[src/rtl/pdv_pkg.sv]
`timescale 1ns / 1ps

package pdv_pkg;

    localparam int CFG_W = 12;
    localparam logic [CFG_W-1:0] CAP_RESET = 12'd2048;

    localparam logic [7:0] PCT_CHAR   = 8'h25;
    localparam logic [7:0] CTRL_LIMIT = 8'h20;
    localparam logic [7:0] DEL_CHAR   = 8'h7f;

    typedef enum logic [1:0] {
        PH_NORMAL = 2'd0,
        PH_HIGH   = 2'd1,
        PH_LOW    = 2'd2
    } phase_t;

    typedef enum logic [2:0] {
        ST_OK        = 3'd0,
        ST_MALFORMED = 3'd1,
        ST_NULL      = 3'd2,
        ST_CONTROL   = 3'd3,
        ST_TOO_LONG  = 3'd4
    } status_t;

    // per-path decoder state, minus the decoded byte count
    typedef struct packed {
        phase_t     phase;
        logic [3:0] high_digit;
        logic       failed;
    } path_state_t;

    typedef struct packed {
        logic       has_result;
        logic [7:0] out_byte;
        logic       out_byte_valid;
        status_t    status;
        logic       out_end;
    } result_t;

endpackage

[src/rtl/pdv_if.sv]
`timescale 1ns / 1ps

interface pdv_in_if;
    logic       valid;
    logic       ready;
    logic [7:0] in_byte;
    logic       in_last;

    modport source (output valid, output in_byte, output in_last, input ready);
    modport sink   (input valid, input in_byte, input in_last, output ready);
endinterface

interface pdv_out_if;
    logic       valid;
    logic       ready;
    logic [7:0] out_byte;
    logic       out_byte_valid;
    logic [2:0] status;
    logic       out_end;

    modport source (output valid, output out_byte, output out_byte_valid, output status,
                    output out_end, input ready);
    modport sink   (input valid, input out_byte, input out_byte_valid, input status,
                    input out_end, output ready);
endinterface

interface pdv_cfg_if;
    logic        valid;
    logic        ready;
    logic [11:0] out_capacity;

    modport source (output valid, output out_capacity, input ready);
    modport sink   (input valid, input out_capacity, output ready);
endinterface

[src/rtl/pdv_step.sv]
`timescale 1ns / 1ps

module pdv_step
    import pdv_pkg::*;
#(
    parameter int CNT_W = 11
)
(
    input  path_state_t      state,
    input  logic [CNT_W-1:0] count,
    input  logic [7:0]       in_byte,
    input  logic             in_last,
    input  logic [CFG_W-1:0] cap,
    output path_state_t      state_next,
    output logic [CNT_W-1:0] count_next,
    output result_t          result
);

    function automatic logic [4:0] nibble_of(input logic [7:0] b);
        logic [4:0] r;
        begin
            r = 5'h10;
            if (b >= 8'h30 && b <= 8'h39)
            begin
                r = {1'b0, 4'(b - 8'h30)};
            end
            else if (b >= 8'h61 && b <= 8'h66)
            begin
                r = {1'b0, 4'(b - 8'h57)};
            end
            else if (b >= 8'h41 && b <= 8'h46)
            begin
                r = {1'b0, 4'(b - 8'h37)};
            end
            return r;
        end
    endfunction

    localparam path_state_t CLEAR_STATE = '{phase: PH_NORMAL, high_digit: 4'd0, failed: 1'b0};

    logic [4:0]     nib;
    logic           nib_bad;
    logic [7:0]     emit_byte;
    logic [CFG_W:0] cnt_inc;
    logic           full;
    logic           emit_fail;
    status_t        emit_status;

    assign nib       = nibble_of(in_byte);
    assign nib_bad   = nib[4];
    assign emit_byte = (state.phase == PH_NORMAL) ? in_byte : {state.high_digit, nib[3:0]};
    assign cnt_inc   = (CFG_W + 1)'(count) + 1'b1;
    assign full      = cnt_inc >= {1'b0, cap};

    // checks on a decoded byte, in priority order
    always_comb
    begin
        emit_fail   = 1'b1;
        emit_status = ST_OK;
        if (emit_byte == 8'h00)
        begin
            emit_status = ST_NULL;
        end
        else if (emit_byte < CTRL_LIMIT || emit_byte == DEL_CHAR)
        begin
            emit_status = ST_CONTROL;
        end
        else if (full)
        begin
            emit_status = ST_TOO_LONG;
        end
        else
        begin
            emit_fail = 1'b0;
        end
    end

    always_comb
    begin
        logic    do_fail;
        logic    do_emit;
        status_t fail_status;

        do_fail     = 1'b0;
        do_emit     = 1'b0;
        fail_status = ST_MALFORMED;
        state_next  = state;
        count_next  = count;
        result      = '0;

        if (state.failed)
        begin
            // drop to the end of the path
            if (in_last)
            begin
                state_next = CLEAR_STATE;
                count_next = '0;
            end
        end
        else if (cap == '0 && state.phase == PH_NORMAL && count == '0)
        begin
            do_fail     = 1'b1;
            fail_status = ST_TOO_LONG;
        end
        else
        begin
            case (state.phase)
                PH_NORMAL:
                begin
                    if (in_byte == PCT_CHAR)
                    begin
                        if (in_last)
                        begin
                            do_fail = 1'b1;
                        end
                        else
                        begin
                            state_next.phase = PH_HIGH;
                        end
                    end
                    else
                    begin
                        do_emit = 1'b1;
                    end
                end
                PH_HIGH:
                begin
                    if (nib_bad || in_last)
                    begin
                        do_fail = 1'b1;
                    end
                    else
                    begin
                        state_next.high_digit = nib[3:0];
                        state_next.phase      = PH_LOW;
                    end
                end
                default:
                begin
                    // second hex digit
                    if (nib_bad)
                    begin
                        do_fail = 1'b1;
                    end
                    else
                    begin
                        do_emit = 1'b1;
                    end
                end
            endcase

            if (do_emit && emit_fail)
            begin
                do_fail     = 1'b1;
                fail_status = emit_status;
            end
        end

        if (do_fail)
        begin
            result.has_result = 1'b1;
            result.status     = fail_status;
            result.out_end    = 1'b1;
            state_next        = CLEAR_STATE;
            state_next.failed = !in_last;
            count_next        = '0;
        end
        else if (do_emit)
        begin
            result.has_result     = 1'b1;
            result.out_byte       = emit_byte;
            result.out_byte_valid = 1'b1;
            result.status         = ST_OK;
            result.out_end        = in_last;
            state_next            = CLEAR_STATE;
            count_next            = in_last ? '0 : count + 1'b1;
        end
    end

endmodule

[src/rtl/percent_decode_validator_top.sv]
`timescale 1ns / 1ps

// Channel      Role   Beat payload                                  Notes
// byte_stream  sink   in_byte[7:0], in_last                         one raw path byte
// result       source out_byte[7:0], out_byte_valid, status[2:0],   zero or one per byte
//                     out_end
// cfg          sink   out_capacity[11:0]                            always ready
//
// One byte per cycle sustained while result is not stalled. A byte is held in the input
// register and decoded by pdv_step while it sits there; its result is registered in the
// output register when the held byte advances, and the single state update in pdv_step
// sets the rate. Reset clears the decoder state and restores the capacity to 2048. A
// stall on result backs up through both registers to byte_stream.ready with no loss;
// bytes that make no result free their slot at once.

module percent_decode_validator_top
    import pdv_pkg::*;
#(
    parameter int CAPACITY_LIMIT = 2048
)
(
    input  logic      clk,
    input  logic      rst_n,
    pdv_in_if.sink    byte_stream,
    pdv_out_if.source result,
    pdv_cfg_if.sink   cfg
);

    // The capacity register cannot exceed 4095, so the clamp never bites above that.
    localparam int CAP_MAX = (CAPACITY_LIMIT < 4095) ? CAPACITY_LIMIT : 4095;
    localparam int CNT_W   = $clog2(CAP_MAX);
    localparam logic [CFG_W-1:0] CAP_CLAMP = CFG_W'(CAP_MAX);

    logic [CFG_W-1:0] cap_reg;
    logic [CFG_W-1:0] cap_eff;

    // input register
    logic       in_valid_reg;
    logic [7:0] in_byte_reg;
    logic       in_last_reg;

    // decoder state
    path_state_t      state_reg;
    path_state_t      state_next;
    logic [CNT_W-1:0] count_reg;
    logic [CNT_W-1:0] count_next;

    // output register
    result_t step_result;
    logic    out_valid_reg;
    result_t out_reg;

    logic advance;

    assign cfg.ready = 1'b1;

    always_ff @(posedge clk or negedge rst_n)
    begin
        if (!rst_n)
        begin
            cap_reg <= CAP_RESET;
        end
        else if (cfg.valid)
        begin
            cap_reg <= cfg.out_capacity;
        end
    end

    assign cap_eff = (cap_reg > CAP_CLAMP) ? CAP_CLAMP : cap_reg;

    // The held byte moves on whenever the output register is empty or being drained.
    assign advance           = !out_valid_reg || result.ready;
    assign byte_stream.ready = !in_valid_reg || advance;

    always_ff @(posedge clk or negedge rst_n)
    begin
        if (!rst_n)
        begin
            in_valid_reg <= 1'b0;
        end
        else if (byte_stream.ready)
        begin
            in_valid_reg <= byte_stream.valid;
        end
    end

    always_ff @(posedge clk)
    begin
        if (byte_stream.valid && byte_stream.ready)
        begin
            in_byte_reg <= byte_stream.in_byte;
            in_last_reg <= byte_stream.in_last;
        end
    end

    pdv_step #(
        .CNT_W (CNT_W)
    ) u_step (
        .state      (state_reg),
        .count      (count_reg),
        .in_byte    (in_byte_reg),
        .in_last    (in_last_reg),
        .cap        (cap_eff),
        .state_next (state_next),
        .count_next (count_next),
        .result     (step_result)
    );

    // Commit the state only when the held byte actually advances.
    always_ff @(posedge clk or negedge rst_n)
    begin
        if (!rst_n)
        begin
            state_reg     <= '{phase: PH_NORMAL, high_digit: 4'd0, failed: 1'b0};
            count_reg     <= '0;
            out_valid_reg <= 1'b0;
        end
        else if (advance)
        begin
            out_valid_reg <= in_valid_reg && step_result.has_result;
            if (in_valid_reg)
            begin
                state_reg <= state_next;
                count_reg <= count_next;
            end
        end
    end

    always_ff @(posedge clk)
    begin
        if (advance && in_valid_reg)
        begin
            out_reg <= step_result;
        end
    end

    assign result.valid          = out_valid_reg;
    assign result.out_byte       = out_reg.out_byte;
    assign result.out_byte_valid = out_reg.out_byte_valid;
    assign result.status         = out_reg.status;
    assign result.out_end        = out_reg.out_end;

endmodule
[src/flat_wrapper.sv]
// flat-port wrapper written by rule: the top's interface ports become plain ports
module percent_decode_validator_top_flat import pdv_pkg::*;
#(
    parameter int CAPACITY_LIMIT = 2048
)
  (clk, rst_n, byte_stream_valid, byte_stream_in_byte, byte_stream_in_last, byte_stream_ready, result_valid, result_out_byte, result_out_byte_valid, result_status, result_out_end, result_ready, cfg_valid, cfg_out_capacity, cfg_ready);
  pdv_in_if byte_stream_i ();
  pdv_out_if result_i ();
  pdv_cfg_if cfg_i ();
  input  logic clk;
  input  logic rst_n;
  input wire logic [$bits(byte_stream_i.valid)-1:0] byte_stream_valid;
  input wire logic [$bits(byte_stream_i.in_byte)-1:0] byte_stream_in_byte;
  input wire logic [$bits(byte_stream_i.in_last)-1:0] byte_stream_in_last;
  output wire logic [$bits(byte_stream_i.ready)-1:0] byte_stream_ready;
  output wire logic [$bits(result_i.valid)-1:0] result_valid;
  output wire logic [$bits(result_i.out_byte)-1:0] result_out_byte;
  output wire logic [$bits(result_i.out_byte_valid)-1:0] result_out_byte_valid;
  output wire logic [$bits(result_i.status)-1:0] result_status;
  output wire logic [$bits(result_i.out_end)-1:0] result_out_end;
  input wire logic [$bits(result_i.ready)-1:0] result_ready;
  input wire logic [$bits(cfg_i.valid)-1:0] cfg_valid;
  input wire logic [$bits(cfg_i.out_capacity)-1:0] cfg_out_capacity;
  output wire logic [$bits(cfg_i.ready)-1:0] cfg_ready;
  assign byte_stream_i.valid = byte_stream_valid;
  assign byte_stream_i.in_byte = byte_stream_in_byte;
  assign byte_stream_i.in_last = byte_stream_in_last;
  assign byte_stream_ready = byte_stream_i.ready;
  assign result_valid = result_i.valid;
  assign result_out_byte = result_i.out_byte;
  assign result_out_byte_valid = result_i.out_byte_valid;
  assign result_status = result_i.status;
  assign result_out_end = result_i.out_end;
  assign result_i.ready = result_ready;
  assign cfg_i.valid = cfg_valid;
  assign cfg_i.out_capacity = cfg_out_capacity;
  assign cfg_ready = cfg_i.ready;
  percent_decode_validator_top #(.CAPACITY_LIMIT(CAPACITY_LIMIT)) u_core (.clk(clk), .rst_n(rst_n), .byte_stream(byte_stream_i), .result(result_i), .cfg(cfg_i));
endmodule
[config.mk]
export PLATFORM = sky130hd
export DESIGN_NAME = percent_decode_validator_top_flat
export DESIGN_NICKNAME = d
export VERILOG_FILES = /design/src/rtl/pdv_pkg.sv /design/src/rtl/pdv_if.sv /design/src/rtl/pdv_step.sv /design/src/rtl/percent_decode_validator_top.sv /design/src/flat_wrapper.sv
export SDC_FILE = /design/constraint.sdc
export NUM_CORES = 1
export LEC_CHECK = 0
export ABC_CLOCK_PERIOD_IN_PS = 10400
export BUFFER_PORTS_ARGS = -buffer_cell sky130_fd_sc_hd__buf_4
export CAP_MARGIN = 10
export CELL_PAD_IN_SITES_DETAIL_PLACEMENT = 0
export CELL_PAD_IN_SITES_GLOBAL_PLACEMENT = 2
export CORE_MARGIN = 1
export CORE_UTILIZATION = 41
export CTS_CLUSTER_SIZE = 25
export DETAILED_ROUTE_END_ITERATION = 12
export PLACE_DENSITY_LB_ADDON = 0.1
export SLEW_MARGIN = 25
export SYNTH_ARGS = -nofsm -noshare
export SYNTH_HDL_FRONTEND = slang
export SYNTH_SLANG_ARGS = --single-unit
export TNS_END_PERCENT = 10
[constraint.sdc]
create_clock -name clk -period 10.4 [get_ports clk]
set_clock_uncertainty 0.15 [all_clocks]
set_input_delay 1.04 -clock clk [delete_from_list [all_inputs] [get_ports clk]]
set_output_delay 1.04 -clock clk [all_outputs]
set_load 0.005 [all_outputs]
==> flow_summary.ini <==
[status]
status = finished clean

[synth]
synth_fp_nets = 355
synth_edf_count = 22
synth_flop_cell = dfrtp_1
synth_warnings = 0
synth_seq_area_share = 0.441
synth.avg_cell_area_um2 = 10.7
async_reset_ff_frac = 0.593
synth_cells = 311
synth_seq_cells = 54
synth_area_mm2 = 0.00332
ys_types = 70

[die]
start_util = 0.427
coreArea_mm2 = 0.00777
core.rowCount = 32
dieArea_mm2 = 0.00845
die_y_um = 91.9
die_x_um = 91.9
io_pins = 42

[power]
combPwrFrac = 0.252
vdd_drop_max_v = 0.0000622
power_frac_clock = 0.227
seq_power_share = 0.521
switching_share = 0.315
p_leak_nw = 1.65
p_sw_mw = 0.165
powerDensity_mw_per_mm2 = 139
intPower_mw = 0.358

[worst_setup_path]
critical_path_arrival_ns = 4.07
worstPathRequired_ns = 10.50
path_class = flop to flop
cpMostUsedCell = and3_1
startpoint_type = flop
critPathSlowestCell = dfrtp_1
worst-path-buf-inv = 0
crit_chain = and3_1 -> and3_1 -> and3_1 -> and3_1 -> nor2b_1 -> or2_2 -> ha_1 -> a2111oi_0 -> o31a_1 -> o22ai_1 -> nand2b_1 -> nor3_4 -> a32o_1
critPathMaxStageDelay_ns = 0.45
cp-end-kind = flop
reg2regPathDepth = 13
crit_family = simple AND/OR/NAND/NOR gates
worst-path-stages = 13
cp_max_fo = 10

[clocking]
postCtsSetupBuffers = 0
numCtsBuffers = 5
cts_hold_buf = 0
clk_pin_slew_ns = 0.10
cts_sinks = 54
ctsResizeCount = 0
cts_tree = built
clockBufferDepth = 2
clockRootBuffer = clkbuf_8
ctsHtreeMaxLevel = 2
clk_latency_ns = 0.31

[timing]
fin_crit_sh = 0.382
setup_tns_ns = 0
rsz0062_at_grt = false
finalHoldViolCount = 0
max_slew_margin = 0.400
final_max_slew_viol_count = 0
max_freq_ghz = 0.252
holdWs_ns = 0.342
fin_crit_ns = 3.97
final-setup-viol-count = 0
worstMarginPinSlew_ns = 0.894

[placed_design]
io_buffers = 40
placed_area_mm2 = 0.00367
finalWeightedCongestion = 0.824
hpwl_um = 5440

[layout]
largest_reg_flops = 12
drive_above_1_share = 0.248
finish.instance_area_mm2 = 0.00377
num_antenna_cells = 0
final_util = 0.485
area_growth_pct = 13.7
nets = 390

[route]
drcViolationCount = 0
wl_per_cell_um = 16.4
vias = 2490
ant_nets = 0
wl_um = 7350
vias_per_cell = 5.55
dr.pass1.iters = 4
drt_iter0_drc = 149

[global_routing]
grt_pass1_wl_um = 12300
grt_max_degree = 33
gr-total-overflow = 0
antenna_found_initial = 0
grt_pass1_vias = 2394
grt_usage = 0.186

[hold_path]
hp-class = flop to flop
hold_depth = 1

[flow_run]
drv_cap = 0
-- final timing paths --
path / startpoint / endpoint / slack (ns)
min: u_core.in_valid_reg / u_core.result.valid / 0.34
max reg2reg: u_core.count_reg[2] / u_core.count_reg[4] / 6.43
min in group asynchronous: rst_n / u_core.count_reg[8] / 0.50
min reg2reg: u_core.in_valid_reg / u_core.result.valid / 0.34
max in group asynchronous: rst_n / u_core.cap_reg[11] / 9.25
max: u_core.count_reg[2] / u_core.count_reg[4] / 6.43
-- power by group through the flow --
stage / clock (mW) / sequential [mW] / combinational, mW
2_1_floorplan: 0 / 0.269 / 0.0881
3_3_place_gp: 0 / 0.276 / 0.132
3_5_place_dp: 0 / 0.277 / 0.131
4_1_cts: 0.123 / 0.272 / 0.132
5_1_grt: 0.132 / 0.276 / 0.148
6_report: 0.119 / 0.272 / 0.132
-- kinds of logic (layout without fill, tap and decap cells) --
logic type | after synthesis | in the layout | share of synthesized area
simple gates | 111 | 111 | 0.194
compound gates | 83 | 83 | 0.196
flops | 54 | 54 | 0.441
buf+inv | 24 | 60 | 0.0362
fa+ha+maj | 18 | 18 | 0.0679
mux | 16 | 16 | 0.0528
xor+xnor | 4 | 4 | 0.0106
other cells | 1 | 1 | 0.00113
-- layout by cell type (no fill, tap or decap), types with 3 or more instances in the layout --
cell type  instances
a21o_1            11
nand3_1            7
and3_1             7
ha_1              18
clkbuf_8           5
buf_4             41
o21a_1             4
mux2i_1            4
o31ai_1            5
nor4_1             5
nor3_1            10
xnor2_1            3
nand2b_1           5
o21ai_0            9
inv_1             11
nor2b_1           14
a22o_1             7
o31a_1             3
nand2_1           21
edfxtp_1          22
nor2_1            15
mux2_2            12
a32o_1             5
a21oi_1            9
dfrtp_1           31
or2_2              7
-- Yosys cell counts, drive strengths merged, types with 4 or more instances --
library cell / count / area share
dfrtp: 31 / 0.23
edfxtp: 22 / 0.20
nand2: 22 / 0.026
ha: 18 / 0.068
nor2: 17 / 0.021
nor2b: 14 / 0.026
mux2: 12 / 0.041
o21ai: 12 / 0.019
a21o: 11 / 0.025
inv: 11 / 0.012
nor3: 11 / 0.020
a21oi: 9 / 0.014
buf: 9 / 0.019
or2: 8 / 0.015
a22o: 7 / 0.018
and3: 7 / 0.013
nand3: 7 / 0.011
o31ai: 6 / 0.015
a32o: 5 / 0.015
nand2b: 5 / 0.0094
nor4: 5 / 0.0094
o21a: 5 / 0.012
clkbuf: 4 / 0.0045
mux2i: 4 / 0.012
-- area by class of cell --
cell class	count	area [um2]
Tap cell	102	128
Clock inverter	3	21.3
Clock buffer	5	68.8
Fill cell	768	4000
Sequential cell	54	1460
Multi-Input combinational cell	233	1740
Inverter	11	41.3
Timing Repair Buffer	41	308
-- per-layer routing --
| layer | share of wire | track usage |
|---|---|---|
| met5 | 0 | 0 |
| met4 | 0.017 | 0.0625 |
| met3 | 0.037 | 0.0315 |
| met2 | 0.40 | 0.254 |
| met1 | 0.55 | 0.292 |
-- per-stage QoR --
stage / setup slack, ns / power (mW) / cells
final: 6.43 / 0.523 / 449
after global routing: 6.22 / 0.556 / 449
after CTS: 6.47 / 0.527 / 449
after detailed placement: 6.50 / 0.407 / 441
after global placement: 6.58 / 0.408 / 441
after floorplan: 6.95 / 0.357 / 311
(Power assumes the default switching activity.)
